[src/sv/tnst_pkg.sv]
// ----------------------------------------------------------------------------
// tnst_pkg
// Shared widths, masks and codes for the tone and noise tick unit.
// ----------------------------------------------------------------------------
package tnst_pkg;

  // Fixed geometry of the tone bank
  localparam int TONE_SLOTS   = 4;
  localparam int SLOT_W       = 2;
  localparam int WORD_W       = 16;
  localparam int CNT_W        = 12;
  localparam int NOISE_W      = 32;
  localparam int TICK_W       = 32;

  // Field widths
  localparam int ADDR_W       = 4;
  localparam int DATA_W       = 8;
  localparam int RAND_W       = 8;

  // Stream payload widths (padded to whole bytes)
  localparam int IN_TDATA_W   = 16;
  localparam int OUT_TDATA_W  = 48;

  // Highest address that selects a tone word byte
  localparam logic [ADDR_W-1:0] ADDR_TONE_LAST = 4'd7;

  // Noise feedback taps, feedback enters at the top bit
  localparam int TAP_A        = 25;
  localparam int TAP_B        = 19;
  localparam int TAP_C        = 11;
  localparam int TAP_D        = 9;

  // Result item
  typedef struct packed {
    logic [TICK_W-1:0]     tick_count;
    logic [RAND_W-1:0]     random_byte;
    logic [TONE_SLOTS-1:0] tone_squares;
    logic [TONE_SLOTS-1:0] tone_pulses;
  } result_t;

endpackage

[src/sv/tone_noise_sound_tick_unit.sv]
// ----------------------------------------------------------------------------
// tone_noise_sound_tick_unit
// Tone counters, square outputs and XNOR noise register, one chip tick per
// input transaction.
// ----------------------------------------------------------------------------
// Usage:
//   Each slave-side transaction is one chip tick carrying the latched bus
//   address and data byte. Addresses 0..7 load the low (even) or high (odd)
//   byte of a tone word; other addresses only advance time.
//   Each tick produces exactly one master-side transaction holding the tone
//   pulses, the square outputs, the low noise byte and the tick count.
//   A result lands in the result register, or in the skid entry if that
//   is full. Throughput: one tick per cycle while s_tready is high, set by
//   the single pass of state update logic between the input handshake and
//   the result register. The result register is backed by one skid entry,
//   so a new tick is still taken while a result waits; s_tready drops only
//   when both are occupied and rises again once the receiver takes a result.
//   Reset clears all tone words, counters, squares, the noise register and
//   the tick count, and empties the output buffer.
// ----------------------------------------------------------------------------
module tone_noise_sound_tick_unit #(
  parameter int NUM_TONES = 4
) (
  input  logic                             clk,
  input  logic                             rst,
  // tdata: reg_addr[3:0], reg_data[11:4], zero [15:12]
  input  logic [tnst_pkg::IN_TDATA_W-1:0]  s_tdata,
  input  logic                             s_tvalid,
  output logic                             s_tready,
  // tdata: tone_pulses[3:0], tone_squares[7:4], random_byte[15:8],
  //        tick_count[47:16]
  output logic [tnst_pkg::OUT_TDATA_W-1:0] m_tdata,
  output logic                             m_tvalid,
  input  logic                             m_tready
);
  import tnst_pkg::*;

  // Architectural state
  logic [WORD_W-1:0]     tone_words    [TONE_SLOTS];
  logic [CNT_W-1:0]      tone_counters [TONE_SLOTS];
  logic [TONE_SLOTS-1:0] square_bits;
  logic [NOISE_W-1:0]    noise_shift;
  logic [TICK_W-1:0]     ticks;

  // Next values
  logic [WORD_W-1:0]     tone_words_next    [TONE_SLOTS];
  logic [CNT_W-1:0]      tone_counters_next [TONE_SLOTS];
  logic [TONE_SLOTS-1:0] square_bits_next;
  logic [TONE_SLOTS-1:0] pulses;
  logic [NOISE_W-1:0]    noise_shift_next;
  logic [TICK_W-1:0]     ticks_next;

  // Output buffer
  result_t result_next;
  result_t out_reg;
  result_t skid_reg;
  logic    out_valid;
  logic    skid_valid;

  // Input unpack
  logic [ADDR_W-1:0] reg_addr;
  logic [DATA_W-1:0] reg_data;
  logic [SLOT_W-1:0] wr_slot;
  logic              push;
  logic              pop;

  assign reg_addr = s_tdata[ADDR_W-1:0];
  assign reg_data = s_tdata[ADDR_W +: DATA_W];
  assign wr_slot  = reg_addr[SLOT_W:1];

  assign s_tready = !skid_valid;
  assign push     = s_tvalid && s_tready;
  assign pop      = m_tvalid && m_tready;

  // Bus write, noise step and tone counters for one tick
  always_comb begin
    logic [CNT_W-1:0] c;
    ticks_next       = ticks + TICK_W'(1);
    noise_shift_next = {~(noise_shift[TAP_A] ^ noise_shift[TAP_B] ^
                          noise_shift[TAP_C] ^ noise_shift[TAP_D]),
                        noise_shift[NOISE_W-1:1]};
    square_bits_next = square_bits;
    pulses           = '0;
    c                = '0;
    for (int i = 0; i < TONE_SLOTS; i++) begin
      tone_words_next[i]    = tone_words[i];
      tone_counters_next[i] = tone_counters[i];
      if (i < NUM_TONES) begin
        if (reg_addr <= ADDR_TONE_LAST && wr_slot == SLOT_W'(i)) begin
          if (!reg_addr[0]) begin
            tone_words_next[i][DATA_W-1:0] = reg_data;
          end else begin
            tone_words_next[i][WORD_W-1:DATA_W] = reg_data;
          end
        end
        c = tone_counters[i] + CNT_W'(1);
        if (c > tone_words_next[i][CNT_W-1:0]) begin
          c                   = '0;
          pulses[i]           = 1'b1;
          square_bits_next[i] = ~square_bits[i];
        end
        tone_counters_next[i] = c;
      end
    end
    result_next.tone_pulses  = pulses;
    result_next.tone_squares = square_bits_next;
    result_next.random_byte  = noise_shift_next[RAND_W-1:0];
    result_next.tick_count   = ticks_next;
  end

  // State registers
  always_ff @(posedge clk) begin
    if (rst) begin
      for (int i = 0; i < TONE_SLOTS; i++) begin
        tone_words[i]    <= '0;
        tone_counters[i] <= '0;
      end
      square_bits <= '0;
      noise_shift <= '0;
      ticks       <= '0;
    end else if (push) begin
      for (int i = 0; i < TONE_SLOTS; i++) begin
        tone_words[i]    <= tone_words_next[i];
        tone_counters[i] <= tone_counters_next[i];
      end
      square_bits <= square_bits_next;
      noise_shift <= noise_shift_next;
      ticks       <= ticks_next;
    end
  end

  // Result register plus one skid entry
  always_ff @(posedge clk) begin
    if (rst) begin
      out_valid  <= 1'b0;
      skid_valid <= 1'b0;
    end else if (skid_valid) begin
      if (pop) begin
        out_reg    <= skid_reg;
        skid_valid <= 1'b0;
      end
    end else if (push) begin
      if (!out_valid || pop) begin
        out_reg   <= result_next;
        out_valid <= 1'b1;
      end else begin
        skid_reg   <= result_next;
        skid_valid <= 1'b1;
      end
    end else if (pop) begin
      out_valid <= 1'b0;
    end
  end

  assign m_tvalid = out_valid;
  assign m_tdata  = out_reg;

endmodule

[config.mk]
export PLATFORM = sky130hd
export DESIGN_NAME = tone_noise_sound_tick_unit
export DESIGN_NICKNAME = d
export VERILOG_FILES = /design/src/sv/tnst_pkg.sv /design/src/sv/tone_noise_sound_tick_unit.sv
export SDC_FILE = /design/constraint.sdc
export NUM_CORES = 1
export LEC_CHECK = 0
export ABC_AREA = 1
export ABC_CLOCK_PERIOD_IN_PS = 10000
export BUFFER_PORTS_ARGS = -buffer_cell sky130_fd_sc_hd__buf_2
export CORE_MARGIN = 3
export CORE_UTILIZATION = 40
export DETAILED_ROUTE_END_ITERATION = 10
export MAX_ROUTING_LAYER = met4
export PLACE_DENSITY = 0.67
export SYNTH_ARGS = -nofsm -noshare
export SYNTH_HDL_FRONTEND = slang
export SYNTH_SLANG_ARGS = --single-unit
export TNS_END_PERCENT = 50
[constraint.sdc]
create_clock -name clk -period 10 [get_ports clk]
set_input_delay 2 -clock clk [delete_from_list [all_inputs] [get_ports clk]]
set_output_delay 2 -clock clk [all_outputs]
set_load 0.01 [all_outputs]
==> report_table.html <==
<table>
<tr><th>Metric</th><th>Value</th></tr>
<tr><th colspan="2">Clock tree</th></tr>
<tr><td>Number of sinks handled by clock tree synthesis</td><td>261</td></tr>
<tr><td>CTS Buf Count</td><td>26</td></tr>
<tr><td>Clock tree from TritonCTS</td><td>yes</td></tr>
<tr><td>Number of hold-repair buffers added at the cts stage</td><td>0</td></tr>
<tr><td>Buffer levels on the longest clock path</td><td>3</td></tr>
<tr><td>Post-CTS sizing</td><td>0</td></tr>
<tr><td>Buffers inserted during post-CTS setup optimization</td><td>0</td></tr>
<tr><td>Clock latency on the worst-skew pair</td><td>approximately 540 ps</td></tr>
<tr><td>Clock tree root buffer cell</td><td>sky130_fd_sc_hd__clkbuf_16</td></tr>
<tr><td>CTS H-tree depth</td><td>1</td></tr>
<tr><td>Clock transition at the registers of the reported paths</td><td>about 60 ps</td></tr>
<tr><th colspan="2">Setup path</th></tr>
<tr><td>Launch point of the worst path</td><td>s_tdata[0]</td></tr>
<tr><td>Classification of the worst setup path</td><td>in2reg</td></tr>
<tr><td>Register-to-Register Setup Slack</td><td>6620 ps</td></tr>
<tr><td>Critical path fanouts, max</td><td>18</td></tr>
<tr><td>Kind of end point of the critical path</td><td>register</td></tr>
<tr><td>Beginning of the worst register-to-register path</td><td>skid_valid</td></tr>
<tr><td>Worst endpoint required time</td><td>10,370 ps</td></tr>
<tr><td>Data arrival at the endpoint of the critical path</td><td>about 5000 ps</td></tr>
<tr><td>Worst Setup Start Kind</td><td>primary input</td></tr>
<tr><th colspan="2">Global routing</th></tr>
<tr><td>Total global routing track utilization</td><td>around 16%</td></tr>
<tr><td>Pin count of the biggest net entering global routing</td><td>91</td></tr>
<tr><td>Vias in the first global route</td><td>around 9k</td></tr>
<tr><td>Grt total ovfl</td><td>0</td></tr>
<tr><td>Antenna violations before repair</td><td>1</td></tr>
<tr><td>Global-route wire length before repair</td><td>43.8 mm</td></tr>
<tr><th colspan="2">Layout</th></tr>
<tr><td>Final-layout fill cell count</td><td>2,939</td></tr>
<tr><td>Core occupancy in the finished layout</td><td>about 46%</td></tr>
<tr><td>Filler-free cell count of the finished design</td><td>1,921</td></tr>
<tr><td>Total non-filler cell area in the finished layout</td><td>roughly 14,000 µm²</td></tr>
<tr><td>Area occupied by registers</td><td>about 7000 µm²</td></tr>
<tr><td>Area of combinational cells with multiple inputs</td><td>roughly 4700 µm²</td></tr>
<tr><td>NumNets Final</td><td>about 1.6k</td></tr>
<tr><td>Most used cells in the layout excluding fill and tap cells</td><td>sky130_fd_sc_hd__nand2_1, sky130_fd_sc_hd__inv_1, sky130_fd_sc_hd__edfxtp_1</td></tr>
<tr><td>Post-synthesis to final-layout area growth</td><td>12.1%</td></tr>
<tr><td>Share of post-route cells with drive strength above 1</td><td>under 10%</td></tr>
<tr><td>Most common cell after layout, fill and taps aside</td><td>sky130_fd_sc_hd__nand2_1</td></tr>
<tr><th colspan="2">Synthesis</th></tr>
<tr><td>Top cell type by total area after synthesis</td><td>sky130_fd_sc_hd__edfxtp_1</td></tr>
<tr><td>Share of synthesized area occupied by flip-flops and latches</td><td>between 50% and 60%</td></tr>
<tr><td>Area contributors post-synth</td><td>sky130_fd_sc_hd__edfxtp_1, sky130_fd_sc_hd__dfxtp_1, sky130_fd_sc_hd__nand2_1</td></tr>
<tr><td>Share of the synthesized area in the top cell type</td><td>about 45%</td></tr>
<tr><td>Synth unique cells</td><td>38</td></tr>
<tr><td>Number of synthesized flops with an enable pin</td><td>between 150 and 200</td></tr>
<tr><td>Total nets after synthesis</td><td>1,513</td></tr>
<tr><td>Cell area after technology mapping</td><td>12,900 µm²</td></tr>
<tr><td>Count of state elements after synthesis</td><td>261</td></tr>
<tr><td>Gate count after technology mapping</td><td>between 1k and 1.5k</td></tr>
<tr><td>Share of flip-flops with an asynchronous set or reset after synthesis</td><td>0%</td></tr>
<tr><td>Mean post-synth cell area</td><td>roughly 9.0 µm²</td></tr>
<tr><td>Number of synthesis warnings</td><td>0</td></tr>
<tr><td>Post-synth top flop</td><td>sky130_fd_sc_hd__edfxtp_1</td></tr>
<tr><th colspan="2">Worst hold path</th></tr>
<tr><td>HP Start</td><td>noise_shift[5]</td></tr>
<tr><td>Worst hold-check path type</td><td>reg2reg</td></tr>
<tr><th colspan="2">Power and ir drop</th></tr>
<tr><td>Clock power share</td><td>38.8%</td></tr>
<tr><td>VDD IR max</td><td>about 130 µV</td></tr>
<tr><td>Total power density per cell area</td><td>169 nW/µm²</td></tr>
<tr><td>Sw frac</td><td>24.3%</td></tr>
<tr><td>Sequential share of power</td><td>about half</td></tr>
<tr><td>Internal Dissipation</td><td>1.85 mW</td></tr>
<tr><td>Power dissipated by switching net loads</td><td>about 590 µW</td></tr>
<tr><td>Comb power frac</td><td>between 10% and 20%</td></tr>
<tr><td>Leak Pwr</td><td>between 6 and 7 nW</td></tr>
<tr><th colspan="2">Drt</th></tr>
<tr><td>Antenna violation net count after detailed routing</td><td>0</td></tr>
<tr><td>Routed wire per std cell</td><td>13.5 µm</td></tr>
<tr><td>DRC violation count after routing</td><td>0</td></tr>
<tr><td>Aggregate routed wire length</td><td>roughly 26 mm</td></tr>
<tr><td>Number of search-and-repair iterations in the first detailed-routing pass</td><td>5</td></tr>
<tr><td>DRC violation total after the first TritonRoute iteration</td><td>between 700 and 800</td></tr>
<tr><td>Via count of the routed design</td><td>between 9k and 10k</td></tr>
<tr><td>Via density per instance</td><td>around 4.9</td></tr>
<tr><th colspan="2">Die</th></tr>
<tr><td>Effective utilization at floorplan</td><td>between 40% and 50%</td></tr>
<tr><td>Area of the core</td><td>31,600 µm²</td></tr>
<tr><td>Number of top-level pins</td><td>70</td></tr>
<tr><td>Die area</td><td>around 34,000 µm²</td></tr>
<tr><td>Count of standard-cell rows</td><td>65</td></tr>
<tr><td>Die outline height</td><td>around 190 µm</td></tr>
<tr><td>Die Width</td><td>between 150 and 200 µm</td></tr>
<tr><th colspan="2">Timing</th></tr>
<tr><td>Worst setup slack after layout</td><td>roughly 5500 ps</td></tr>
<tr><td>Tightest Pin Transition</td><td>1110 ps</td></tr>
<tr><td>Final-report hold violation count</td><td>0</td></tr>
<tr><td>Layout Skew</td><td>between 15 and 20 ps</td></tr>
<tr><td>Final max-slew violation count</td><td>0</td></tr>
<tr><td>RSZ-0062 raised after global routing</td><td>no</td></tr>
<tr><td>Setup TNS</td><td>0 ps</td></tr>
<tr><td>Max Freq</td><td>between 0.2 and 0.25 GHz</td></tr>
<tr><td>Fraction of the cycle the final worst path needs</td><td>approximately 45%</td></tr>
<tr><td>Normalized max-slew margin</td><td>26.0%</td></tr>
<tr><td>Clock period minus worst slack</td><td>approximately 4500 ps</td></tr>
<tr><td>Count of endpoints failing setup in the final report</td><td>0</td></tr>
<tr><th colspan="2">Place</th></tr>
<tr><td>Placer's final routability congestion estimate</td><td>0.885</td></tr>
<tr><td>Cell area after placement</td><td>around 14,000 µm²</td></tr>
<tr><td>Worst Setup Slack post-DPL</td><td>4940 ps</td></tr>
<tr><td>Placed cell count</td><td>between 1.5k and 2k</td></tr>
<tr><td>IO buf count</td><td>65</td></tr>
<tr><td>HPWL reported at the end of detailed placement</td><td>17.6 mm</td></tr>
<tr><th colspan="2">Status</th></tr>
<tr><td>Result of the run</td><td>completed</td></tr>
<tr><th colspan="2">Run</th></tr>
<tr><td>Reported max-cap violation count</td><td>0</td></tr>
</table>
-- cells by family (layout without fill, tap and decap cells) --
kind of cell,Yosys count,count (layout),share of synthesized area (%)
adder cells (fa/ha/maj),53,53,5.14
XOR/XNOR,43,43,3.27
other,0,1,0
AND/OR/NAND/NOR,640,640,20.8
flip-flops,261,261,55.4
AO/OA/AOI/OAI,168,168,7.26
buffers and inverters,275,353,8.11
-- final cells by class --
| cell class | instances | area share (%) |
|---|---|---|
| Antenna cell | 1 | 0.0173 |
| Clock buffer | 40 | 5.50 |
| Clock inverter | 8 | 0.320 |
| Inverter | 234 | 6.09 |
| Multi-Input combinational cell | 904 | 32.6 |
| Sequential cell | 261 | 49.4 |
| Tap cell | 402 | 3.48 |
| Timing Repair Buffer | 71 | 2.56 |
-- layer usage --
metal / up-vias / GRT usage, % / wire length (µm)
li1: 4804 / - / -
met1: 4339 / 20.6 / 12000
met2: 144 / 26.0 / 12300
met3: 48 / 2.29 / 1040
met4: 0 / 4.44 / 584
met5: - / - / 0
-- metrics by stage --
step	total power [mW]	hold WS (ps)
floorplan	1.45	408
global placement	1.51	410
detailed placement	1.52	418
CTS	2.47	431
global route	2.56	438
finish	2.44	425
-- cells in the mapped netlist, types with 2 or more instances --
cell	n
sky130_fd_sc_hd__o21ai_0	67
sky130_fd_sc_hd__ha_1	53
sky130_fd_sc_hd__xor2_1	31
sky130_fd_sc_hd__a21o_1	6
sky130_fd_sc_hd__buf_1	4
sky130_fd_sc_hd__buf_2	10
sky130_fd_sc_hd__a31o_2	2
sky130_fd_sc_hd__edfxtp_1	192
sky130_fd_sc_hd__nor2_2	4
sky130_fd_sc_hd__xor2_2	6
sky130_fd_sc_hd__a31oi_1	2
sky130_fd_sc_hd__and3_1	3
sky130_fd_sc_hd__o21ai_1	17
sky130_fd_sc_hd__and2_1	7
sky130_fd_sc_hd__nand2_1	357
sky130_fd_sc_hd__nand2_2	3
sky130_fd_sc_hd__a21oi_1	19
sky130_fd_sc_hd__nor3_2	3
sky130_fd_sc_hd__nand4_1	12
sky130_fd_sc_hd__nand3_1	44
sky130_fd_sc_hd__xnor2_1	6
sky130_fd_sc_hd__inv_2	7
sky130_fd_sc_hd__nor3_1	28
sky130_fd_sc_hd__clkbuf_1	26
sky130_fd_sc_hd__dfxtp_1	69
sky130_fd_sc_hd__or2_2	3
sky130_fd_sc_hd__nor2_1	161
sky130_fd_sc_hd__nor2_4	7
sky130_fd_sc_hd__inv_1	225
sky130_fd_sc_hd__clkinv_1	2
sky130_fd_sc_hd__o22ai_1	54
sky130_fd_sc_hd__nand3b_1	4
-- critical path, stage by stage --
cell and delay, ps:
sky130_fd_sc_hd__buf_2 270, sky130_fd_sc_hd__clkinv_1 450, sky130_fd_sc_hd__nor2_1 280, sky130_fd_sc_hd__inv_1 140
sky130_fd_sc_hd__o22ai_1 280, sky130_fd_sc_hd__ha_1 300, sky130_fd_sc_hd__nand2_1 70, sky130_fd_sc_hd__inv_1 30
sky130_fd_sc_hd__nand2_1 70, sky130_fd_sc_hd__inv_1 50, sky130_fd_sc_hd__nand2_1 60, sky130_fd_sc_hd__nand3_1 140
sky130_fd_sc_hd__nand2_1 170, sky130_fd_sc_hd__nand2_1 290, sky130_fd_sc_hd__nor3_1 240
-- power by group through the flow --
stage | clock network [mW] | logic (mW) | registers, mW
3_3_place_gp | 0 | 0.248 | 1.26
4_1_cts | 0.973 | 0.258 | 1.24
5_1_grt | 1.01 | 0.300 | 1.24
2_1_floorplan | 0 | 0.182 | 1.26
3_5_place_dp | 0 | 0.256 | 1.26
6_report | 0.948 | 0.254 | 1.24
-- worst paths after layout --
path / endpoint / cells after the start
max: tone_counters[0][2] / 15
min: skid_reg[12] / 0
min reg2reg: skid_reg[12] / 0
max reg2reg: skid_reg[39] / 8
Note: power is estimated with default switching activity, not from simulation.
